**src/sv/avdwe_pkg.sv**
```systemverilog
`timescale 1ns / 1ps
`default_nettype none
// ----------------------------------------------------------------------------
// avdwe_pkg
// Shared widths, codes, reset values and stage payload types of the
// audio/video drift window estimator.
// ----------------------------------------------------------------------------
package avdwe_pkg;

  localparam int unsigned TsW      = 40;  // timestamp width
  localparam int unsigned PosW     = 41;  // signed playback position
  localparam int unsigned MeanW    = 42;  // signed window mean
  localparam int unsigned OfsW     = 48;  // signed accumulated offset
  localparam int unsigned LimW     = 16;  // clamp limit and dead band
  localparam int unsigned AddW     = LimW + 2;  // signed offset increment
  localparam int unsigned CfgIdxW  = 2;
  localparam int unsigned CfgDataW = 40;

  localparam int unsigned DefWindow = 36;

  localparam logic [TsW-1:0]  ResetStartTs    = '0;
  localparam logic [LimW-1:0] ResetClampLimit = 16'd5000;
  localparam logic [LimW-1:0] ResetDeadBand   = 16'd300;

  typedef enum logic [1:0] {
    OP_AUDIO = 2'd0,
    OP_VIDEO = 2'd1,
    OP_CLEAR = 2'd2
  } op_e;

  typedef enum logic [CfgIdxW-1:0] {
    CFG_START_TS    = 2'd0,
    CFG_CLAMP_LIMIT = 2'd1,
    CFG_DEAD_BAND   = 2'd2
  } cfg_reg_e;

  // Per-word fields that ride along the pipeline untouched.
  typedef struct packed {
    logic signed [PosW-1:0] pos;
    logic                   pos_valid;
    logic                   done;
  } item_meta_t;

endpackage
`default_nettype wire

```
**src/sv/avdwe_acc.sv**
```systemverilog
`timescale 1ns / 1ps
`default_nettype none
// ----------------------------------------------------------------------------
// avdwe_acc
// Event stage: keeps the latest timestamps, accumulates audio minus video
// differences and hands the finished window sum downstream on close.
// ----------------------------------------------------------------------------
module avdwe_acc #(
  parameter int unsigned WINDOW = avdwe_pkg::DefWindow,
  localparam int unsigned SumW = avdwe_pkg::TsW + 1 + $clog2(WINDOW)
) (
  input  wire logic                            clk_i,
  input  wire logic                            rst_ni,
  input  wire logic [avdwe_pkg::TsW-1:0]       start_ts_i,
  input  wire logic                            in_valid_i,
  output      logic                            in_stall_o,
  input  wire logic [1:0]                      op_i,
  input  wire logic [avdwe_pkg::TsW-1:0]       timestamp_i,
  output      logic                            valid_o,
  input  wire logic                            stall_i,
  output      avdwe_pkg::item_meta_t           meta_o,
  output      logic signed [SumW-1:0]          sum_o
);
  import avdwe_pkg::*;

  localparam int unsigned CntW = $clog2(WINDOW + 1);

  logic [TsW-1:0]         audio_q, audio_d;
  logic [TsW-1:0]         video_q, video_d;
  logic signed [SumW-1:0] sum_q, sum_d;
  logic [CntW-1:0]        count_q, count_d;
  logic                   valid_q;
  item_meta_t             meta_q, meta_d;
  logic signed [SumW-1:0] sum_close_q;

  logic                   accept;
  logic signed [TsW:0]    diff;
  logic signed [SumW-1:0] diff_ext;
  logic signed [PosW-1:0] pos_calc;

  assign in_stall_o = valid_q && stall_i;
  assign accept     = in_valid_i && !in_stall_o;

  assign diff     = $signed({1'b0, timestamp_i}) - $signed({1'b0, video_q});
  assign diff_ext = SumW'(diff);
  assign pos_calc = $signed({1'b0, timestamp_i}) - $signed({1'b0, start_ts_i});

  always_comb begin
    audio_d = audio_q;
    video_d = video_q;
    sum_d   = sum_q;
    count_d = count_q;
    meta_d  = '0;
    if (accept) begin
      case (op_i)
        OP_AUDIO: begin
          audio_d = timestamp_i;
          if (count_q < CntW'(WINDOW)) begin
            if (video_q != '0 && timestamp_i != '0) begin
              sum_d   = sum_q + diff_ext;
              count_d = count_q + CntW'(1);
            end
          end else begin
            // The window is full: this word closes it.
            meta_d.done = 1'b1;
            sum_d       = '0;
            count_d     = '0;
          end
          if (timestamp_i != '0) begin
            meta_d.pos_valid = 1'b1;
            meta_d.pos       = pos_calc;
          end
        end
        OP_VIDEO: begin
          video_d = timestamp_i;
        end
        OP_CLEAR: begin
          audio_d = '0;
          video_d = '0;
          sum_d   = '0;
          count_d = '0;
        end
        default: begin
        end
      endcase
    end
  end

  always_ff @(posedge clk_i or negedge rst_ni) begin
    if (!rst_ni) begin
      audio_q <= '0;
      video_q <= '0;
      sum_q   <= '0;
      count_q <= '0;
      valid_q <= 1'b0;
    end else begin
      audio_q <= audio_d;
      video_q <= video_d;
      sum_q   <= sum_d;
      count_q <= count_d;
      if (!in_stall_o) begin
        valid_q <= in_valid_i;
      end
    end
  end

  always_ff @(posedge clk_i) begin
    if (accept) begin
      meta_q      <= meta_d;
      sum_close_q <= sum_q;
    end
  end

  assign valid_o = valid_q;
  assign meta_o  = meta_q;
  assign sum_o   = sum_close_q;

endmodule
`default_nettype wire

```
**config.mk**
```make
export PLATFORM = sky130hd
export DESIGN_NAME = avdwe_acc
export DESIGN_NICKNAME = d
export VERILOG_FILES = /design/src/sv/avdwe_pkg.sv /design/src/sv/avdwe_acc.sv
export SDC_FILE = /design/constraint.sdc
export NUM_CORES = 1
export LEC_CHECK = 0
export ABC_AREA = 1
export BUFFER_PORTS_ARGS = -buffer_cell sky130_fd_sc_hd__buf_2
export CAP_MARGIN = 10
export CORE_MARGIN = 2
export CORE_UTILIZATION = 30
export DETAILED_ROUTE_END_ITERATION = 10
export PLACE_DENSITY = 0.54
export SYNTH_ARGS = -nofsm -noshare
export SYNTH_HDL_FRONTEND = slang
export SYNTH_SLANG_ARGS = --single-unit
```
**constraint.sdc**
```tcl
create_clock -name clk_i -period 7.1 [get_ports clk_i]
set_input_delay 1.42 -clock clk_i [delete_from_list [all_inputs] [get_ports clk_i]]
set_output_delay 1.42 -clock clk_i [all_outputs]
set_load 0.005 [all_outputs]
```
---- Word-level counts from Yosys, hierarchy flattened ----
Cells that the tools add are included.
storage, ports and cells
  input port bits ......................... 86
  word-level logic and storage cells ...... 37
  bits in registers ....................... 184
  output and inout bits ................... 92
operators by class
  magnitude comparators ................... 1
  mux-type cells .......................... 9
  add/sub/neg operators ................... 4
  equal/unequal tests ..................... 3
  reductions and logical operators ........ 12
operator list
  operator               count
  $mux W47               2
  $pmux W47 S2           1
  $sub A40 B40 Y41       2
  $pmux W40 S2           1
  $reduce_bool A40 Y1    2
  $add A47 B41 Y47       1
  $mux W6                2
  $pmux W6 S2            1
  $add A6 B1 Y6 const B  1
  $lt A6 B6 Y1 const B   1
  $reduce_and A2 Y1      2
  $reduce_bool A2 Y1     2
  $logic_and A1 B1 Y1    3
  $ne A3 B3 Y1 const B   1
  $reduce_and A3 Y1      1
  $eq A2 B1 Y1 const B   1
  $eq A2 B2 Y1 const B   1
  $logic_not A2 Y1       1
  $mux W1                2
  $logic_not A1 Y1       1

---- Logic depth before layout (Yosys ltp) ----
Gate-level depths: netlist (run 1).
  depth after elaboration ................. 5
  mapped depth ............................ 29
  mapped depth without buffers ............ 29

---- Least setup slack after synthesis (run 1) ----
Ideal clock, no wire load.
  path type ............................... input-to-reg
  from .................................... in stall_i
  to ...................................... reg sum_q[19]
  library setup time ...................... 0.065 ns
  data arrival time ....................... 6.616 ns
  slack ................................... 0.419 ns
  stages on the path ...................... 10
  cells stage by stage .................... nand2_1 inv_2 nor2_1 inv_1 a21oi_2 nand3_4 buf_6 nor2_1 nand2_1 nand2_1
between the ends
  cells in the longest elaborated chain, start to end .. 4
RTL lines
  what                         line             text
  from (decl)                  avdwe_acc.sv:20  input wire logic stall_i,
  $logic_and A1 B1 Y1          avdwe_acc.sv:41  assign in_stall_o = valid_q && stall_i;
  net in_stall_o               avdwe_acc.sv:16  output logic in_stall_o,
  $logic_not A1 Y1             n/a
  $logic_and A1 B1 Y1          avdwe_acc.sv:42  assign accept = in_valid_i && !in_stall_o;
  net accept                   avdwe_acc.sv:36  logic accept;
  $reduce_and A3 Y1 (no line)  n/a
  to (signal assigned)         avdwe_acc.sv:99  sum_q <= sum_d;
  to (decl)                    avdwe_acc.sv:30  logic signed [SumW-1:0] sum_q, sum_d;
The timed path passes the listed nets, and every way through them passes these cells.
A chain may end at the register's enable or synchronous reset.

---- Worst setup path in the final report (run 1) ----
  from .................................... in timestamp_i[0] (netlist bit)
  to ...................................... reg sum_q[33]
between the ends
  cells in the longest elaborated chain, start to end .. 5
  elaborated cells on any way between the ends .. 9
RTL lines
  what              line             text
  from (decl)       avdwe_acc.sv:18  input wire logic [avdwe_pkg::TsW-1:0] timestamp_i,
  $sub A40 B40 Y41  avdwe_acc.sv:44  assign diff = $signed({1'b0, timestamp_i}) - $signed({1'b0, video_q});
  $add A47 B41 Y47  avdwe_acc.sv:60  sum_d = sum_q + diff_ext;
  $mux W47          avdwe_acc.sv:59  if (video_q != '0 && timestamp_i != '0) begin
  $mux W47          avdwe_acc.sv:58  if (count_q < CntW'(WINDOW)) begin
  $pmux W47 S2      avdwe_acc.sv:55  case (op_i)
Parallel ways exist; a longest one is shown, timed or not. The select of a mux whose other input is x is not followed.

==> run metrics, run 1 <==
Switching Fraction about 52%; IO buf count 177; Post-Syn Instances 2337; R2R cell count 20; final hold vios 0; count of cells resized by post-cts repair 0; fin crit period 5.27 ns; 1st-iter DRT viols 1261; Int Power 0.00321 W; largest net degree at the start of global routing 81; critical path endpoint category register; Synth area leaders edfxtp_1 17%, dfrtp_1 15%, nand2_1 14%, ha_1 10%, nor2_1 7.4%; via count about 16k; Sinks on Clock Net 184; layout cells sized above 1 13.3%; Pleak 8.73 nW; average size of a mapped cell 6.88 um^2; Post-Route WL around 59 mm; CTS tree yes; wire length per cell 18.3 um; Fillers between 5k and 6k; kind of critical path input port to register; Pre-Repair DR Iteration Count 5; clock share of power 14.2%; PwrDens 366 nW/um^2; H-tree depth 4; cts bufs inserted 17; fin area 18300 um^2; sequential share of the synthesized area between 30% and 40%; commonest non-fill, non-tap cell in the layout nand2_1; Clock transition at path regs 0.08 ns; CTS max path bufs 2; Hold Path Class register to register; ant diodes 0; Fmax 190 MHz; number of global-route vias before repair 15.0k; core area 52800 um^2; FF-to-FF setup slack 2.55 ns; DIE AREA 55400 um^2; worst slew pin tran 1.02 ns; final setup violation count 0; Worst setup SP type input port; number of synthesized flops with an enable pin 90; Routability Congestion 0.997; RSZ-0062 raised after global routing no; Total Nets Final ~2.7k; critical path data required time 7.47 ns; area leader, netlist edfxtp_1; CTS root buffer clkbuf_16; fin crit share 74.2%; Worst Hold Depth 0; count of cell types in the netlist 52; HP Start sum_q[2]; vias per inst 5.00; reg-to-reg startpoint video_q[0]; sw power 0.00349 W; Slew Viols, Final 0; IO Pins 178; Hold Buf Count CTS 0; number of buffers added for setup after CTS 0; Mapped Nets 2557; Yosys Warn Count 0; Hold Crit Endpoint sum_o[2]; Worst Path Arrival 5.64 ns; combinational share of power 61.3%; Reg power frac between 20% and 30%; Post-synth ARST share 51.1%; DR DRC count 0; Yosys reg bits 184; total negative slack 0 ns; row count 84; Synth top area share 16.8%; initial antenna violation count 0; global-route wire length before repair about 90 mm; total of max-cap violations 0; die width 235 um; GRT Residual Overflow 0; status finished clean; skew final 0.0207 ns; commonest cells after routing, fill and taps aside 615 x nand2_1, 316 x nor2_1, 292 x inv_1; worst-path fanout max 5; chip height 235 um; Post-DP HPWL 48.9 mm; Routed Antenna Nets 0; Peak VDD IR between 200 and 250 uV; All-Layer GR Usage between 20% and 30%; Reg-to-Reg End sum_q[33]; area delta synth->final 13.9%; post-layout util around a third; placed instance area 17700 um^2; Rel. slew slack 32.1%; clk_lat worst skew 0.48 ns; starting density of the core 30.5%; predominant post-synthesis flop cell dfrtp_1; mapped cell area ~16000 um^2
-- critical path, stage by stage --
cell      delay (ns)
buf_2           0.10
inv_1           0.07
ha_1            0.26
fa_1            0.44
inv_1           0.19
nand2_1         0.12
a21oi_2         0.18
a21oi_1         0.22
o21bai_1        0.44
nand3_1         0.12
nand2_1         0.12
xor2_1          0.09
ha_1            0.39
nand2_1         0.19
nor2_1          0.29
nand2_1         0.16
nor2_1          0.18
nand3_1         0.17
nand3_1         0.18
nand2_1         0.12
nand3_1         0.12
nand2_1         0.06
-- synth_stat cells (12+ instances only) --
cell type,count
nand2_1,615
nor2_1,318
inv_1,292
a21oi_1,159
nand3_1,144
ha_1,131
o21ai_0,124
dfrtp_1,94
edfxtp_1,90
nand4_1,32
xor2_1,32
o21ai_1,30
inv_2,28
nor3_1,28
nand2_2,23
xnor2_1,23
o21bai_1,15
a31oi_1,14
a21o_1,12
a21oi_2,12
-- layout make-up --
class	instances	area (um^2)	share of cell area [%]
clock buffer	17	425	2.32
clock inverter	15	129	0.704
inverter	322	1210	6.63
multi-input combinational	1806	9680	52.9
sequential	184	5050	27.6
tap	688	861	4.70
timing repair buffer	183	933	5.10
-- power groups by stage --
stage          sequential [W]  clock [W]  combinational [W]
2_1_floorplan         0.00156          0            0.00290
3_3_place_gp          0.00166          0            0.00406
3_5_place_dp          0.00166          0            0.00405
4_1_cts               0.00164   0.000978            0.00407
5_1_grt               0.00167    0.00101            0.00459
6_report              0.00164   0.000951            0.00411
-- metal layers --
| metal | wire length [um] | global-route usage (%) |
|---|---|---|
| met5 | 0 | 0 |
| met4 | 1150 | 6.00 |
| met3 | 2980 | 2.66 |
| met2 | 25900 | 32.4 |
| met1 | 28800 | 30.4 |
-- how the worst max path moves through the flow --
stage,start,endpoint,slack [ns],depth (start not counted)
after floorplan,stall_i,sum_q[19],0.42,10
after global placement,timestamp_i[0],sum_q[36],1.55,22
after detailed placement,timestamp_i[0],sum_q[33],1.60,22
after CTS,timestamp_i[0],sum_q[33],2.09,22
after global routing,timestamp_i[0],sum_q[33],1.67,22
final,timestamp_i[0],sum_q[33],1.83,22
-- sequential cells by signal, indices dropped and copies added (netlist names) --
register	cells
count_q	6
meta_o	43
sum_o	47
sum_q	47
valid_o	1
video_q	40
-- per-stage QoR --
step / std cells / power (W) / hold slack (ns) / setup slack [ns]
5_1_grt: 3215 / 0.00727 / 0.518 / 1.67
4_1_cts: 3215 / 0.00670 / 0.496 / 2.09
2_1_floorplan: 2337 / 0.00446 / 0.453 / 0.419
3_5_place_dp: 3183 / 0.00571 / 0.473 / 1.60
6_report: 3215 / 0.00670 / 0.495 / 1.83
3_3_place_gp: 3183 / 0.00572 / 0.480 / 1.55
-- kinds of logic after synthesis --
| logic type | Yosys count | share of synthesized area (%) |
|---|---|---|
| and+or+nand+nor | 1220 | 32.6 |
| AOI/OAI and AO/OA | 397 | 14.0 |
| buffers and inverters | 347 | 8.39 |
| DFF | 184 | 31.5 |
| adders and majority gates | 134 | 10.6 |
| xor gates and xnor gates | 55 | 3.00 |
Power figures use the tool's default switching activity.
==> run 2, diff against run 1 <==
Clock period 7.1 ns to 5.4 ns, I/O delays scaled along.
==> run 2 against run 1 <==
  * Via count shrank 0.57%
  * Clock power grew 37%
  * Global-route usage shrank 0.056 points
  * Clock skew shrank 0.0039 ns
  * Routed wire length grew 0.16%
  * Worst hold slack lost 0.0060 ns
  * Count of clock-buffer cells in the layout grew 1
  * Critical path depth is the same
  * Combinational power grew 31%
  * Highest routed layer unchanged
==> run metrics, run 2 (synthesized netlist as in run 1, its figures left out) <==
Worst setup SP type input port; Pleak just under 9 nW; 1st-iter DRT viols 1424; fin crit share just over 90%; count of cells resized by post-cts repair 0; PwrDens 483 nW/um^2; DIE AREA 55400 um^2; clk_lat worst skew 0.48 ns; Crit path largest cell delay about 0.45 ns; worst slew pin tran around 1.1 ns; Reg power frac approximately a quarter; RSZ-0062 raised after global routing no; Fillers 5853; DR DRC count 0; total of max-cap violations 0; Routed Antenna Nets 0; CP dominant cell by count nand2_1; wire length per cell 18.3 um; GRT Residual Overflow 0; row count 84; H-tree depth 4; initial antenna violation count 1; critical path data required time 5.77 ns; CTS root buffer clkbuf_16; IO Pins 178; number of buffers added for setup after CTS 0; Pre-Repair DR Iteration Count 5; largest net degree at the start of global routing 55; area delta synth->final 14.1%; Routability Congestion 0.973; cts bufs inserted 17; combinational share of power around three fifths; starting density of the core 30.5%; IO buf count between 150 and 200; FF-to-FF setup slack roughly 0.8 ns; sw power approximately 0.0046 W; final hold vios 0; total negative slack 0 ns; CP Buf/Inv Count 3; CP top delay family simple AND/OR/NAND/NOR gates; core area 52800 um^2; Slew Viols, Final 0; All-Layer GR Usage 20.9%; Sinks on Clock Net 184; Hold Buf Count CTS 0; commonest non-fill, non-tap cell in the layout nand2_1; via count 16.0k; Peak VDD IR 255 uV; final setup violation count 0; Hold Crit Endpoint sum_o[6]; number of global-route vias before repair approximately 15k; critical path endpoint category register; Worst Path Arrival 5.36 ns; slowest CP cell fa_1; worst-path fanout max 5; fin crit period 4.98 ns; Total Nets Final 2734; Post-DP HPWL roughly 50 mm; CTS max path bufs 2; Clock transition at path regs 0.08 ns; R2R cell count 20; kind of critical path input port to register; Post-Route WL 59.0 mm; status finished clean; die width around 240 um; CP cell instances buf_2 -> inv_1 -> ha_1 -> fa_1 -> inv_1 -> nand2_1 -> a21oi_2 -> a21oi_1 -> o21bai_1 -> nand3_1 -> nand2_1 -> xor2_1 -> ha_1 -> nand2_1 -> nor2_1 -> nand2_1 -> nor2_1 -> nand4_1 -> nand3_1 -> nand2_1 -> nand3_1 -> nand2_1; Fmax about 200 MHz; Tot Pwr 0.00885 W; Hold Path Class register to register; reg-to-reg startpoint video_q[0]; clock share of power 14.6%; commonest cells after routing, fill and taps aside 615 x nand2_1, 316 x nor2_1, 292 x inv_1; layout cells sized above 1 a little over an eighth; Int Power 0.00427 W; CTS tree yes; global-route wire length before repair 88.9 mm; skew final 0.0169 ns; HP Start sum_q[6]; Switching Fraction 51.7%; Worst Hold Depth 0; chip height between 200 and 250 um; Reg-to-Reg End sum_q[36]; Rel. slew slack 29.7%; vias per inst 4.97
==> run 2: layout make-up <==
cell class	count	area (um^2)	area share (%)
Multi-Input combinational cell	1806	9680	52.8
Timing Repair Buffer	183	933	5.09
Sequential cell	184	5050	27.6
Clock inverter	14	155	0.846
Clock buffer	18	429	2.34
Antenna cell	1	2.50	0.0137
Inverter	322	1210	6.62
Tap cell	688	861	4.70
==> run 2: worst max path at each step <==
stage	start	cells past startpoint	slack, ns	endpoint
floorplan	stall_i	10	0.74	sum_q[19]
global placement	timestamp_i[0]	22	0.08	sum_q[36]
detailed placement	timestamp_i[0]	22	0.21	sum_q[36]
CTS	timestamp_i[0]	22	0.70	sum_q[36]
global route	timestamp_i[0]	22	0.34	sum_q[36]
finish	timestamp_i[0]	22	0.42	sum_q[36]
==> run 2: metrics by stage <==
step	cell area, um^2	instances	setup slack, ns	utilization, %	hold slack [ns]
after CTS	18300	3215	0.697	34.7	0.497
after global placement	17700	3183	0.0782	33.6	0.474
after global routing	18300	3216	0.339	34.7	0.505
after floorplan	16100	2337	0.742	-	0.453
final	18300	3216	0.416	34.7	0.489
after detailed placement	17700	3183	0.205	33.6	0.481
==> run 2: worst register-to-register path, cell delays in order, from the launching register on <==
cell and delay, ns:
dfrtp_1 0.40, ha_1 0.26, fa_1 0.45, inv_1 0.20, nand2_1 0.12, a21oi_2 0.17
a21oi_1 0.25, o21bai_1 0.43, nand3_1 0.14, nand2_1 0.12, xor2_1 0.09, ha_1 0.39
nand2_1 0.12, nor2_1 0.29, nand2_1 0.18, nor2_1 0.22, nand4_1 0.29, nand3_1 0.18
nand2_1 0.06, nand3_1 0.08, nand2_1 0.06
==> run 2: power groups by stage <==
stage / Combinational [W] / Clock (W) / Sequential, W
after global routing: 0.00601 / 0.00137 / 0.00220
after floorplan: 0.00381 / 0 / 0.00206
after CTS: 0.00536 / 0.00133 / 0.00216
final: 0.00539 / 0.00130 / 0.00216
after detailed placement: 0.00533 / 0 / 0.00219
after global placement: 0.00534 / 0 / 0.00219
==> run 2: routing by layer <==
layer | vias to the layer above | global-route usage [%] | share of wire [%] | routed length (um)
met3 | 73 | 3.78 | 5.7 | 3340
met1 | 7435 | 29.7 | 49 | 28900
met5 | - | 0 | 0 | 0
met4 | 0 | 8.03 | 3.0 | 1780
met2 | 450 | 31.3 | 42 | 25000
li1 | 8037 | - | - | -
