**src/sv/avdwe_pkg.sv**
```systemverilog
`timescale 1ns / 1ps
`default_nettype none
// ----------------------------------------------------------------------------
// avdwe_pkg
// Shared widths, codes, reset values and stage payload types of the
// audio/video drift window estimator.
// ----------------------------------------------------------------------------
package avdwe_pkg;

  localparam int unsigned TsW      = 40;  // timestamp width
  localparam int unsigned PosW     = 41;  // signed playback position
  localparam int unsigned MeanW    = 42;  // signed window mean
  localparam int unsigned OfsW     = 48;  // signed accumulated offset
  localparam int unsigned LimW     = 16;  // clamp limit and dead band
  localparam int unsigned AddW     = LimW + 2;  // signed offset increment
  localparam int unsigned CfgIdxW  = 2;
  localparam int unsigned CfgDataW = 40;

  localparam int unsigned DefWindow = 36;

  localparam logic [TsW-1:0]  ResetStartTs    = '0;
  localparam logic [LimW-1:0] ResetClampLimit = 16'd5000;
  localparam logic [LimW-1:0] ResetDeadBand   = 16'd300;

  typedef enum logic [1:0] {
    OP_AUDIO = 2'd0,
    OP_VIDEO = 2'd1,
    OP_CLEAR = 2'd2
  } op_e;

  typedef enum logic [CfgIdxW-1:0] {
    CFG_START_TS    = 2'd0,
    CFG_CLAMP_LIMIT = 2'd1,
    CFG_DEAD_BAND   = 2'd2
  } cfg_reg_e;

  // Per-word fields that ride along the pipeline untouched.
  typedef struct packed {
    logic signed [PosW-1:0] pos;
    logic                   pos_valid;
    logic                   done;
  } item_meta_t;

endpackage
`default_nettype wire

```
**src/sv/avdwe_ofs.sv**
```systemverilog
`timescale 1ns / 1ps
`default_nettype none
// ----------------------------------------------------------------------------
// avdwe_ofs
// Offset stage: clamps the window mean, takes the part beyond the dead band
// and adds it to the saturating sync offset; holds the result register.
// ----------------------------------------------------------------------------
module avdwe_ofs (
  input  wire logic                               clk_i,
  input  wire logic                               rst_ni,
  input  wire logic [avdwe_pkg::LimW-1:0]         clamp_limit_i,
  input  wire logic [avdwe_pkg::LimW-1:0]         dead_band_i,
  input  wire logic                               valid_i,
  output      logic                               stall_o,
  input  wire avdwe_pkg::item_meta_t              meta_i,
  input  wire logic signed [avdwe_pkg::MeanW-1:0] mean_i,
  output      logic                               out_valid_o,
  input  wire logic                               out_stall_i,
  output      avdwe_pkg::item_meta_t              meta_o,
  output      logic signed [avdwe_pkg::MeanW-1:0] mean_o,
  output      logic signed [avdwe_pkg::OfsW-1:0]  offset_o
);
  import avdwe_pkg::*;

  logic stall5, stall6;
  logic v5_q, v6_q;

  logic signed [MeanW-1:0] lim_ext;
  logic signed [MeanW-1:0] clamped;
  logic signed [AddW-1:0]  c_s;
  logic signed [AddW-1:0]  band_s;
  logic signed [AddW-1:0]  add_d;

  item_meta_t              meta5_q, meta6_q;
  logic signed [MeanW-1:0] mean5_q, mean6_q;
  logic signed [AddW-1:0]  add_q;
  logic signed [OfsW-1:0]  ofs_q;
  logic signed [OfsW:0]    ofs_sum;
  logic signed [OfsW-1:0]  ofs_sat;

  assign stall6  = v6_q && out_stall_i;
  assign stall5  = v5_q && stall6;
  assign stall_o = stall5;

  assign lim_ext = $signed({{(MeanW - LimW){1'b0}}, clamp_limit_i});

  always_comb begin
    if (mean_i > lim_ext) begin
      clamped = lim_ext;
    end else if (mean_i < -lim_ext) begin
      clamped = -lim_ext;
    end else begin
      clamped = mean_i;
    end
  end

  // The clamped mean lies within the limit, so it fits the narrow width.
  assign c_s    = clamped[AddW-1:0];
  assign band_s = $signed({2'b00, dead_band_i});

  always_comb begin
    if (c_s > band_s) begin
      add_d = c_s - band_s;
    end else if (c_s < -band_s) begin
      add_d = c_s + band_s;
    end else begin
      add_d = '0;
    end
  end

  assign ofs_sum = $signed({ofs_q[OfsW-1], ofs_q}) + (OfsW+1)'(add_q);

  always_comb begin
    if (ofs_sum[OfsW] != ofs_sum[OfsW-1]) begin
      ofs_sat = ofs_sum[OfsW] ? {1'b1, {(OfsW-1){1'b0}}} : {1'b0, {(OfsW-1){1'b1}}};
    end else begin
      ofs_sat = ofs_sum[OfsW-1:0];
    end
  end

  always_ff @(posedge clk_i or negedge rst_ni) begin
    if (!rst_ni) begin
      v5_q    <= 1'b0;
      v6_q    <= 1'b0;
      mean6_q <= '0;
      ofs_q   <= '0;
    end else begin
      if (!stall5) begin
        v5_q <= valid_i;
      end
      if (!stall6) begin
        v6_q <= v5_q;
        if (v5_q && meta5_q.done) begin
          mean6_q <= mean5_q;
          ofs_q   <= ofs_sat;
        end
      end
    end
  end

  always_ff @(posedge clk_i) begin
    if (!stall5) begin
      meta5_q <= meta_i;
      mean5_q <= mean_i;
      add_q   <= add_d;
    end
    if (!stall6) begin
      meta6_q <= meta5_q;
    end
  end

  assign out_valid_o = v6_q;
  assign meta_o      = meta6_q;
  assign mean_o      = mean6_q;
  assign offset_o    = ofs_q;

endmodule
`default_nettype wire

```
**config.mk**
```make
export PLATFORM = sky130hd
export DESIGN_NAME = avdwe_ofs
export DESIGN_NICKNAME = d
export VERILOG_FILES = /design/src/sv/avdwe_pkg.sv /design/src/sv/avdwe_ofs.sv
export SDC_FILE = /design/constraint.sdc
export NUM_CORES = 1
export LEC_CHECK = 0
export BUFFER_PORTS_ARGS = -buffer_cell sky130_fd_sc_hd__buf_2
export CAP_MARGIN = 30
export CORE_UTILIZATION = 36
export DETAILED_ROUTE_END_ITERATION = 12
export GPL_TIMING_DRIVEN = 0
export PLACE_DENSITY = 0.52
export SLEW_MARGIN = 20
export SYNTH_ARGS = -nofsm -noshare
export SYNTH_HDL_FRONTEND = slang
export SYNTH_SLANG_ARGS = --single-unit
export TNS_END_PERCENT = 30
```
**constraint.sdc**
```tcl
create_clock -name clk_i -period 8.8 [get_ports clk_i]
set_clock_uncertainty 0.2 [all_clocks]
set_input_delay 1.32 -clock clk_i [delete_from_list [all_inputs] [get_ports clk_i]]
set_output_delay 1.32 -clock clk_i [all_outputs]
set_load 0.03 [all_outputs]
```
; After elaboration in Yosys (flattened, before gate mapping)
; Cells that the tools add are included.
[classes]
n_addsub = 5
n_lt_le_gt_ge = 4
eq_ne = 1
n_mux = 6
bitwise_logic = 1
n_reduce_logical = 4
[ops]
columns = cell, n
row1 = 48-bit 2-to-1 mux, 2
row2 = 18-bit 2-to-1 mux, 4
row3 = 48-bit by 18-bit adder with 49-bit output, 1
row4 = 42-bit by 17-bit > comparator with 1-bit output, 1
row5 = 42-bit < comparator, 1
row6 = 16-bit negator with 42-bit output, 1
row7 = 18-bit by 17-bit adder with 18-bit output, 1
row8 = 18-bit by 17-bit > comparator with 1-bit output, 1
row9 = 18-bit < comparator, 1
row10 = 16-bit negator with 18-bit output, 1
row11 = 18-bit by 17-bit subtractor with 18-bit output, 1
row12 = 1-bit logical AND, 3
row13 = 2-bit AND reduction, 1
row14 = 1-bit != test, 1
row15 = 1-bit NOT, 1
[word_totals]
regBits = 238
input_bits = 121
output_inout_bits = 135
wordCells = 33

; Logic depth before layout (Yosys ltp)
; Gate-level depths: netlist (run 1).
[depth]
depth_word = 7
ltp_mapped = 35
depth_no_buf = 33

; Worst setup path after synthesis (run 1)
; OpenSTA, ideal clock, no wires.
[synth_path]
kind = input -> register
startpoint = input clamp_limit_i[4] (netlist bit)
endpoint = register add_q[16], data pin
setup_ns = 0.152
t_arrival_ns = 7.140
required_time_ns = 8.448
slack_ns = 1.308
cell_stages = 30
n_path_buf = 4
path_cell_list = clkbuf_1 nor3_1 nand3_1 inv_1 nand3_1 nor3_1 ha_1 inv_1 ha_1 and4_1 a221oi_1 nor2_1 nor3_2 xnor2_2 buf_4 buf_2 mux2i_1 o21ai_0 fa_1 a21oi_1 o221ai_1 a21oi_1 o21bai_1 a21oi_1 o221a_2 o21ai_1 o22ai_4 buf_2 nand3b_1 a31oi_1
[synth_via]
elab_chain_len = 7
word_cells_on_any_way = 11
cone_classes = 3 x add/sub / 4 x order compare / 4 x mux
[synth_lines]
columns = element, line
row1 = from (decl), avdwe_ofs.sv:11  ; input wire logic [avdwe_pkg::LimW-1:0] clamp_limit_i,
row2 = 16-bit negator with 42-bit output, avdwe_ofs.sv:51  ; clamped = -lim_ext;
row3 = 42-bit < comparator, avdwe_ofs.sv:50  ; end else if (mean_i < -lim_ext) begin
row4 = 18-bit 2-to-1 mux, avdwe_ofs.sv:50
row5 = 18-bit 2-to-1 mux *, avdwe_ofs.sv:48  ; if (mean_i > lim_ext) begin
row6 = 18-bit by 17-bit adder with 18-bit output or 18-bit < comparator (tied branches), "avdwe_ofs.sv:65, avdwe_ofs.sv:64"
row7 = 18-bit 2-to-1 mux, avdwe_ofs.sv:64  ; end else if (c_s < -band_s) begin
row8 = 18-bit 2-to-1 mux *, avdwe_ofs.sv:62  ; if (c_s > band_s) begin
row9 = named net add_d[16], avdwe_ofs.sv:32  ; logic signed [AddW-1:0] add_d;
row10 = to (signal assigned), avdwe_ofs.sv:105  ; add_q <= add_d;
row11 = to (decl), avdwe_ofs.sv:36  ; logic signed [AddW-1:0] add_q;
; Mark *: on every way through the listed nets, which the timed path passes. The rest lies on a longest branch.
; A chain may end at the register's enable or synchronous reset.

; Worst setup path in the final report (run 1)
[layout_path]
startpoint = input clamp_limit_i[1] (netlist bit)
endpoint = register add_q[5], data pin
; The elaborated chain is that of the path after synthesis.

==> results of run 1 <==
==> synth_stat cells, drive strengths merged (32+ instances only) <==
cell type	count	share of area [%]
nor2	115	2.8
a21oi	115	3.7
ha	158	13
edfxtp	146	28
nand2	251	6.0
dfrtp	92	15
xnor2	46	2.6
nand3	52	1.7
nor3	51	1.8
clkbuf	44	1.1
inv	74	1.8
a21o	32	1.5
o21ai	73	2.4
a22o	38	2.1
==> cell families after synthesis <==
family	count (synthesis)	share of synthesized area [%]
AOI/OAI and AO/OA	401	17.4
xor gates and xnor gates	71	4.03
adders and majority gates	161	13.0
buffers and inverters	141	3.76
DFF	238	42.8
muxes	15	1.01
and+or+nand+nor	602	18.0
==> routing by layer <==
metal / global-route usage, % / vias up / share of wire (%)
li1: - / 6569 / -
met1: 29.7 / 6311 / 48
met2: 34.2 / 365 / 46
met3: 2.21 / 51 / 4.8
met4: 5.39 / 0 / 1.9
met5: 0 / - / 0
==> worst min path at each step <==
stage,to,cells after the start,slack [ns],from
finish,meta_o[23]$_DFFE_PN_,0,0.21,meta5_q[23]$_DFFE_PN_
global route,meta_o[28]$_DFFE_PN_,0,0.22,meta5_q[28]$_DFFE_PN_
CTS,meta_o[25]$_DFFE_PN_,0,0.22,meta5_q[25]$_DFFE_PN_
detailed placement,meta_o[11]$_DFFE_PN_,0,0.20,meta5_q[11]$_DFFE_PN_
global placement,meta_o[5]$_DFFE_PN_,0,0.20,meta5_q[5]$_DFFE_PN_
floorplan,meta_o[10]$_DFFE_PN_,0,0.20,meta5_q[10]$_DFFE_PN_
==> sequential cells by signal, summed over array words and instances, names as in the netlist <==
register     flops
meta_o          43
add_q           18
meta5_q         43
v5_q             1
offset_o        48
mean_o          42
mean5_q         42
out_valid_o      1
==> worst max-delay path: cells and delay by family <==
family	cells	cell delay, ns
compound gates	13	2.75
xor+xnor	1	0.15
fa+ha+maj	3	1.12
buf+inv	5	1.11
mux	1	0.25
simple gates	6	1.65
==> final cells by class <==
type	count	area, sq um
Buffer	67	312
Multi-Input combinational cell	1250	8400
Clock buffer	40	806
Sequential cell	238	6690
Fill cell	4286	23700
Timing Repair Buffer	260	1400
Antenna cell	2	5.00
Tap cell	577	722
Inverter	74	278
Clock inverter	10	144
==> report_power, final <==
| group | total [mW] | switching (mW) | internal, mW |
|---|---|---|---|
| registers | 1.59 | 0.165 | 1.43 |
| clock network | 1.18 | 0.455 | 0.723 |
| logic | 2.61 | 1.66 | 0.947 |
| total | 5.38 | 2.28 | 3.10 |
==> metrics by stage <==
| stage | hold WS [ns] | setup WS, ns | total power [mW] |
|---|---|---|---|
| 6_report | 0.214 | 0.638 | 5.38 |
| 5_1_grt | 0.222 | 0.0935 | 5.76 |
| 4_1_cts | 0.218 | 0.0171 | 5.42 |
| 3_5_place_dp | 0.205 | -0.743 | 4.21 |
| 3_3_place_gp | 0.200 | -0.714 | 4.19 |
| 2_1_floorplan | 0.200 | 1.31 | 3.49 |
==> timing repair <==
action                     in CTS  in global routing
pin swaps                       0                  0
hold endpoints to repair        0                  0
setup endpoints to repair      16                 18
cloned                          0                  0
gates resized for setup         1                 10
==> summary.txt, run 1 <==
Die
  – Site row count: between 70 and 80
  – Initial Util: a little under two fifths
  – Core area: approximately 42000 sq um
  – Die height: about 210 microns
  – Horiz. Die Dim: approximately 210 microns
  – Top-level port count: between 200 and 300
  – DIE AREA: 44200 sq um

Setup path
  – Max incr delay on CP: between 0.5 and 0.6 ns
  – Type of origin of the critical path: input pin
  – Critical path arrival: between 8 and 9 ns
  – Worst setup path end: add_q[5]$_DFFE_PN_
  – Crit path launch: clamp_limit_i[1]
  – Critical-path top delay cell: fa_1
  – Most used cell, CP: buf_2
  – R2r setup slk: 4.50 ns
  – CP Class: in2reg
  – Reg2reg end: offset_o[34]$_DFFE_PN0P_
  – CP Max Fanout: 10
  – Reg2Reg Launch Point: add_q[17]$_DFFE_PN_
  – Critical Path RT: 8.99 ns
  – CP Capture Type: flop
  – Register-to-Register Path Depth: 14

Place
  – DPL Wire Length: approximately 37000 microns
  – DP Area: ~18000 sq um
  – DP Cell Count: 2465
  – GP Congestion: ~0.89
  – Port Buffers: about 250

Synth
  – Ys flop type: edfxtp_1
  – Syn Area/Cell: around 9.6 sq um
  – #FFs+latches synth: approximately 240
  – Post-synth EDFFs: 146
  – Mapped cell area: 15600 sq um
  – Synth Instances: between 1500 and 2000
  – Syn_nets: about 1900
  – Register area share after synthesis: between 40% and 50%
  – Yosys cell types: 89
  – Syn. warnings: 0
  – Post-synth ARST share: 38.7%

Clocking
  – Setup bufs post-CTS: 0
  – Clock Tree Root: clkbuf_16
  – Later-pin clock latency in the skew report: approximately 0.56 ns
  – CTS H-tree lvls: 1
  – Clock Path Buffers: 3
  – Hold_buf cts: 0
  – Clk pin slew, worst setup/hold paths: 0.06 ns
  – CTS Buf Count: 27
  – CTS sink cnt: 238
  – CTS tree: yes

Pwr
  – Pleak: roughly 8.5 nW
  – Pwr dens: between 200 and 300 nW/um^2
  – Maximum VDD drop: 0.130 mV

Global route
  – Remaining global-route overflow: 0
  – Tot GR Track Use: between 20% and 30%
  – Vias in the first global route: ~13000
  – Global-route wire length before repair: about 73000 microns
  – Largest net degree at the start of global routing: 53
  – Initial antenna violation count: 2

Final layout
  – Commonest non-fill, non-tap cells in the layout: 267 x buf_2, 249 x nand2_1, 158 x ha_1
  – Non-Filler Instances: 2518
  – P&R area growth vs syn: 20.0%
  – Post-route cell area: 18800 sq um
  – Share of layout cells above drive strength 1: approximately a fifth
  – Most common cell after layout, fill and taps aside: buf_2
  – Final Util: approximately 44%
  – Nets: 2200

Timing
  – Setup TNS: 0 ns
  – Period minus WS final: 8.16 ns
  – Unrepaired setup endpoints after global routing: no
  – Relative slew slack: approximately 40%
  – Finish-stage setup viols: 0
  – Slew Limit Fails: 0
  – F_max: around 0.12 GHz
  – Slew @ Worst Pin: a little under 0.9 ns
  – Final Cycle Share: between 90 and 100%
  – Final Hold Violating Endpoints: 0

Job
  – MaxCap Viol Count: 0

Worst hold path
  – HP Class: reg2reg

Routing
  – WL per Instance: approximately 19 microns
  – Number of DRC markers in iteration 0: 727
  – DRC viols: 0
  – Drt total wl: 46900 microns
  – Via Count: 13300
  – Drt pass-1 iters: 5
  – Drt via density: between 5 and 6
  – Routed Antenna Nets: 0

Run status
  – Outcome: completed
(Power assumes the default switching activity.)
==> run 2: changes to the inputs <==
ABC_CLOCK_PERIOD_IN_PS = 8800   (was not set)
PLACE_DENSITY = 0.67   (was 0.52)
==> run 2 against run 1 <==
First-iteration DRC count rose by 23%. Via count increased by 1.2%. Maximum frequency fell by 2.2%. Sequential share of layout area rose by 0.064 points. Final cell count increased by 0.36%.
==> summary.txt, run 2 (same netlist as run 1, synthesis figures left out) <==
Run status
  – Outcome: completed (unchanged)

Final layout
  – Post-route cell area: 18700 sq um (was 18800 sq um)
  – Max reg flops: 48 (unchanged)
  – Most common cell after layout, fill and taps aside: buf_2 (unchanged)
  – Share of layout cells above drive strength 1: 18.8% (about the same)
  – Commonest non-fill, non-tap cells in the layout: 267 x buf_2, 249 x nand2_1, 158 x ha_1 (unchanged)
  – Nets: 2205 (was 2200)
  – P&R area growth vs syn: 19.8% (was 20.0%)
  – Non-Filler Instances: 2527 (was 2518)

Routing
  – Routed Antenna Nets: 0 (unchanged)
  – Drt pass-1 iters: 5 (unchanged)
  – Via Count: 13500 (was 13300)
  – Drt via density: 5.32 (was 5.28)
  – Number of DRC markers in iteration 0: 896 (was 727)
  – Drt total wl: 45200 microns (was 46900 microns)
  – WL per Instance: 17.9 microns (was 18.6 microns)
  – DRC viols: 0 (unchanged)

Place
  – GP Congestion: 0.946 (was 0.889)
  – DP Area: 17800 sq um (was 17700 sq um)
  – DPL Wire Length: 35800 microns (was 37000 microns)
  – Port Buffers: 254 (unchanged)
  – DP Cell Count: 2467 (was 2465)

Die
  – Horiz. Die Dim: 210 microns (unchanged)
  – Initial Util: 36.8% (unchanged)
  – Site row count: 75 (unchanged)
  – Top-level port count: 256 (unchanged)
  – DIE AREA: 44200 sq um (unchanged)
  – Die height: 210 microns (unchanged)
  – Core area: 42400 sq um (unchanged)

Clocking
  – Clock Path Buffers: 3 (unchanged)
  – CTS sink cnt: 238 (unchanged)
  – CTS H-tree lvls: 1 (unchanged)
  – Later-pin clock latency in the skew report: 0.55 ns (was 0.56 ns)
  – Clk pin slew, worst setup/hold paths: 0.06 ns (about the same)
  – CTS tree: yes (unchanged)
  – Hold_buf cts: 0 (unchanged)
  – CTS Buf Count: 27 (unchanged)
  – Clock Tree Root: clkbuf_16 (unchanged)

Pwr
  – Pleak: 8.48 nW (was 8.50 nW)
  – Pwr Total: 5.27 mW (was 5.38 mW)
  – Pwr dens: 281 nW/um^2 (was 287 nW/um^2)
  – Maximum VDD drop: 0.174 mV (was 0.130 mV)

Setup path
  – Most used cell, CP: buf_2 (unchanged)
  – Max incr delay on CP: 0.45 ns (was 0.52 ns)
  – Critical-path top delay cell: fa_1 (unchanged)
  – Type of origin of the critical path: input pin (unchanged)
  – Critical path arrival: 8.50 ns (was 8.35 ns)
  – CP Class: in2reg (unchanged)
  – Critical Path RT: 8.95 ns (was 8.99 ns)
  – CP Capture Type: flop (unchanged)
  – CP Max Fanout: 10 (unchanged)

Global route
  – Remaining global-route overflow: 0 (unchanged)
  – Tot GR Track Use: 20.0% (was 21.0%)
  – Largest net degree at the start of global routing: 74 (was 53)
  – Vias in the first global route: 12900 (was 12800)
  – Initial antenna violation count: 7 (was 2)
  – Global-route wire length before repair: 70200 microns (was 72800 microns)

Worst hold path
  – HP Class: reg2reg (unchanged)

Timing
  – Slew Limit Fails: 0 (unchanged)
  – Final Hold Violating Endpoints: 0 (unchanged)
  – Setup TNS: 0 ns (unchanged)
  – Slew @ Worst Pin: 0.850 ns (was 0.894 ns)
  – Relative slew slack: 42.5% (was 39.6%)
  – Final Cycle Share: 94.8% (was 92.8%)
  – Period minus WS final: 8.34 ns (was 8.16 ns)
  – Finish-stage setup viols: 0 (unchanged)
  – F_max: 0.120 GHz (was 0.123 GHz)
  – Unrepaired setup endpoints after global routing: no (unchanged)

Job
  – MaxCap Viol Count: 0 (unchanged)
## run 2: power breakdown
group	total, mW	internal (mW)	switching [mW]
clock network	1.07	0.622	0.444
registers	1.59	1.43	0.165
logic	2.60	0.950	1.65
total	5.27	3.00	2.26
## run 2: worst paths after layout
path                                       from                       end  slack [ns]  cells after the start
max                            clamp_limit_i[0]        add_q[7]$_DFFE_PN_        0.46                     31
min                        meta5_q[6]$_DFFE_PN_       meta_o[6]$_DFFE_PN_        0.21                      0
max reg2reg                 add_q[17]$_DFFE_PN_  offset_o[42]$_DFFE_PN0P_        4.40                     16
min reg2reg                meta5_q[6]$_DFFE_PN_       meta_o[6]$_DFFE_PN_        0.21                      0
max in group asynchronous                rst_ni  offset_o[29]$_DFFE_PN0P_        7.32                      2
min in group asynchronous                rst_ni    mean_o[30]$_DFFE_PN0P_        0.41                      1
## run 2: critical path, delay by kind of cell
family                     cells  cell delay, ns
muxes                          1            0.21
AOI/OAI and AO/OA             13            2.61
and+or+nand+nor                7            1.86
xor gates and xnor gates       1            0.15
buffers and inverters          6            1.27
adders and majority gates      3            1.02
## run 2: cell type report
type,count,area (sq um)
Timing Repair Buffer,265,1440
Inverter,74,278
Clock inverter,8,56.3
Clock buffer,42,793
Multi-Input combinational cell,1250,8410
Antenna cell,6,15.0
Tap cell,577,722
Sequential cell,238,6690
Fill cell,4225,23700
Buffer,67,314
## run 2: stage by stage
stage               worst slack (ns)  util, %  hold WS, ns
floorplan                       1.31        -        0.200
global placement              -0.705     41.5        0.200
detailed placement            -0.534     41.9        0.205
CTS                          0.00276     43.9        0.216
global route                  0.0315     44.1        0.220
finish                         0.456     44.1        0.215
## run 2: repair_timing
action | 4_1_cts | 5_1_grt
setup buffers | 0 | 3
gates resized for setup | 0 | 13
endpoints found under the setup margin | 0 | 18
## run 2: routing by layer
layer  wire (microns)  track usage, %  vias up
li1                 -               -     6569
met1            21000            27.9     6387
met2            20500            32.5      417
met3             2390            2.06       75
met4             1230            6.59        2
met5               11               0        -
==> run 3: changes to the inputs <==
ABC_CLOCK_PERIOD_IN_PS = 8400   (was 8800)
CORE_MARGIN = 5   (was not set)
CORE_UTILIZATION = 38   (was 36)
PLACE_DENSITY = 0.69   (was 0.67)
clock period = 8.4 ns   (was 8.8 ns; I/O delays follow)
==> run 3 against run 2 <==
Flip-flop and latch count stayed put. Setup slack worse by 0.031 ns. Sequential share of layout area is 0.21 points higher. Utilization is 1.6 points higher. Critical path depth is 1 lower. Critical path type unchanged. Highest routed layer is now met4.
==> summary.txt, run 3 (same netlist as run 1, synthesis figures left out) <==
Pwr
  – Maximum VDD drop: 0.155 mV (was 0.174 mV)
  – Pwr dens: 298 nW/um^2 (was 281 nW/um^2)
  – Pleak: 8.43 nW (was 8.48 nW)

Setup path
  – Critical-path top delay cell: fa_1 (unchanged)
  – Max incr delay on CP: 0.53 ns (was 0.45 ns)
  – Critical Path RT: 8.54 ns (was 8.95 ns)
  – Crit path launch: clamp_limit_i[1] (was clamp_limit_i[0])
  – CP Max Fanout: 10 (unchanged)
  – Buffer and inverter count on the worst path: 5 (was 6)
  – Reg2Reg Launch Point: add_q[17]$_DFFE_PN_ (unchanged)
  – Critical path arrival: 8.11 ns (was 8.50 ns)
  – CP delay by family, top: compound AO/OA/AOI/OAI gates (unchanged)
  – CP Capture Type: flop (unchanged)
  – CP Class: in2reg (unchanged)
  – Type of origin of the critical path: input pin (unchanged)

Global route
  – Vias in the first global route: 13100 (was 12900)
  – Initial antenna violation count: 4 (was 7)
  – Remaining global-route overflow: 0 (unchanged)
  – Global-route wire length before repair: 71000 microns (was 70200 microns)
  – Largest net degree at the start of global routing: 73 (was 74)
  – Tot GR Track Use: 19.5% (was 20.0%)

Timing
  – Period minus WS final: around 8 ns
  – Slew @ Worst Pin: 0.860 ns (was 0.850 ns)
  – Slew Limit Fails: 0 (unchanged)
  – Relative slew slack: 41.0% (was 42.5%)
  – Final Cycle Share: around 95%
  – Final Hold Violating Endpoints: 0 (unchanged)
  – Finish-stage setup viols: 0 (unchanged)
  – Unrepaired setup endpoints after global routing: no (unchanged)
  – Hold_ws: 0.218 ns (was 0.215 ns)
  – F_max: ~0.13 GHz

Clocking
  – CTS H-tree lvls: 1 (unchanged)
  – Clk pin slew, worst setup/hold paths: 0.06 ns (about the same)
  – Clock Path Buffers: 3 (unchanged)
  – Clock Tree Root: clkbuf_16 (unchanged)
  – Hold_buf cts: 0 (unchanged)
  – CTS tree: yes (unchanged)
  – CTS Buf Count: 26 (was 27)
  – CTS sink cnt: 238 (unchanged)
  – Later-pin clock latency in the skew report: 0.56 ns (was 0.55 ns)

Routing
  – DRC viols: 0 (unchanged)
  – Drt total wl: 45400 microns (was 45200 microns)
  – Routed met3 length: 2520 microns (was 2390 microns)
  – Via Count: 13500 (about the same)
  – M1 wire length: 20500 microns (was 21000 microns)
  – Routed Antenna Nets: 0 (unchanged)
  – Drt pass-1 iters: 5 (unchanged)
  – Number of DRC markers in iteration 0: 993 (was 896)
  – Top layer used by detailed routing: met4 (was met5)
  – DR WL met2: 21000 microns (was 20500 microns)
  – Drt via density: 5.45 (was 5.32)
  – WL per Instance: 18.4 microns (was 17.9 microns)

Final layout
  – Final Util: 45.7% (was 44.1%)
  – P&R area growth vs syn: 19.1% (was 19.8%)
  – Fillers: 3921 (was 4225)
  – Register Area: 6690 sq um (unchanged)
  – Nets: 2199 (was 2205)
  – Multi-input logic area: 8400 sq um (was 8410 sq um)
  – Share of layout cells above drive strength 1: 18.3% (was 18.8%)
  – Max reg flops: 48 (unchanged)
  – Commonest non-fill, non-tap cells in the layout: 264 x buf_2, 249 x nand2_1, 158 x ha_1 (was 267 x buf_2, 249 x nand2_1, 158 x ha_1)
  – Most common cell after layout, fill and taps aside: buf_2 (unchanged)
  – Non-Filler Instances: 2473 (was 2527)

Die
  – Core area: 40700 sq um (was 42400 sq um)
  – Die height: 213 microns (was 210 microns)
  – Horiz. Die Dim: 213 microns (was 210 microns)
  – Initial Util: 38.3% (was 36.8%)
  – Site row count: 74 (was 75)
  – Top-level port count: 256 (unchanged)
  – DIE AREA: 45300 sq um (was 44200 sq um)

Place
  – Port Buffers: 254 (unchanged)
  – DPL Wire Length: 36200 microns (was 35800 microns)
  – GP Congestion: 0.926 (was 0.946)
  – DP Cell Count: 2420 (was 2467)

Run status
  – Outcome: completed (unchanged)

Worst hold path
  – Hold wc startpoint: meta5_q[36]$_DFFE_PN_ (was meta5_q[6]$_DFFE_PN_)
  – HP Class: reg2reg (unchanged)

Job
  – MaxCap Viol Count: 0 (unchanged)
-- run 3: cell types whose count changed in the layout (fill, tap and decap cells not counted), sizes merged, moves of 2 or more --
cell / delta
buf: -6
clkbuf: -4
bufinv: +3
clkinv: +2
diode: -2
inv: -2
-- run 3: what timing repair did --
| item | CTS | global route |
|---|---|---|
| endpoints found under the hold margin | 0 | 0 |
| resized for setup | 5 | 10 |
| pin swaps | 0 | 1 |
| setup buffers | 0 | 1 |
| endpoints found under the setup margin | 18 | 18 |
-- run 3: layer usage --
layer  up-vias  GRT usage (%)
met5         -              0
met3        84           1.95
met2       409           32.4
met1      6432           27.0
li1       6555              -
met4         0           6.18
-- run 3: stage by stage --
stage | worst slack (ns) | cell area, sq um | power (mW) | TNS [ns]
after floorplan | 0.968 | 15600 | 3.66 | 0
after global placement | -0.855 | 17600 | 4.36 | -13.44
after detailed placement | -0.906 | 17700 | 4.41 | -14.69
after CTS | 0.0775 | 18600 | 5.57 | 0
after global routing | 0.000959 | 18600 | 5.94 | 0
final | 0.425 | 18600 | 5.54 | 0
-- run 3: worst paths after layout --
| check | endpoint | slack, ns | cells past startpoint |
|---|---|---|---|
| min in group asynchronous | mean_o[30]$_DFFE_PN0P_ | 0.35 | 1 |
| worst min register to register | meta_o[36]$_DFFE_PN_ | 0.22 | 0 |
| max in group asynchronous | offset_o[30]$_DFFE_PN0P_ | 7.01 | 2 |
| worst max register to register | offset_o[44]$_DFFE_PN0P_ | 4.00 | 13 |
| worst min-delay path | meta_o[36]$_DFFE_PN_ | 0.22 | 0 |
| worst max-delay path | add_q[5]$_DFFE_PN_ | 0.43 | 30 |
-- run 3: report_power, final --
group          total [mW]  internal [mW]  switching, mW
combinational        2.73          0.993           1.74
sequential           1.67           1.50          0.172
clock                1.14          0.674          0.463
-- run 3: layout make-up --
type                    instances  share of cell area [%]
diodes                          4                  0.0538
plain buffers                  67                    1.71
clock buffers                  36                    3.75
clock inverters                12                   0.840
inverters                      74                    1.49
multi-input cells            1250                    45.1
flip-flops and latches        238                    35.9
well taps                     532                    3.58
repair buffers                260                    7.50
-- run 3: worst register-to-register path, cell delays in order (launching register included) --
cell and delay [ns]:
edfxtp_1 0.69, buf_8 0.30, ha_1 0.28, clkbuf_1 0.30, nand2_1 0.13, nor2_1 0.24
nand4_1 0.17, or3_1 0.35, a21oi_2 0.23, nor2_4 0.09, o21ai_2 0.20, mux2i_1 0.75
nand3_1 0.20, a21oi_1 0.20
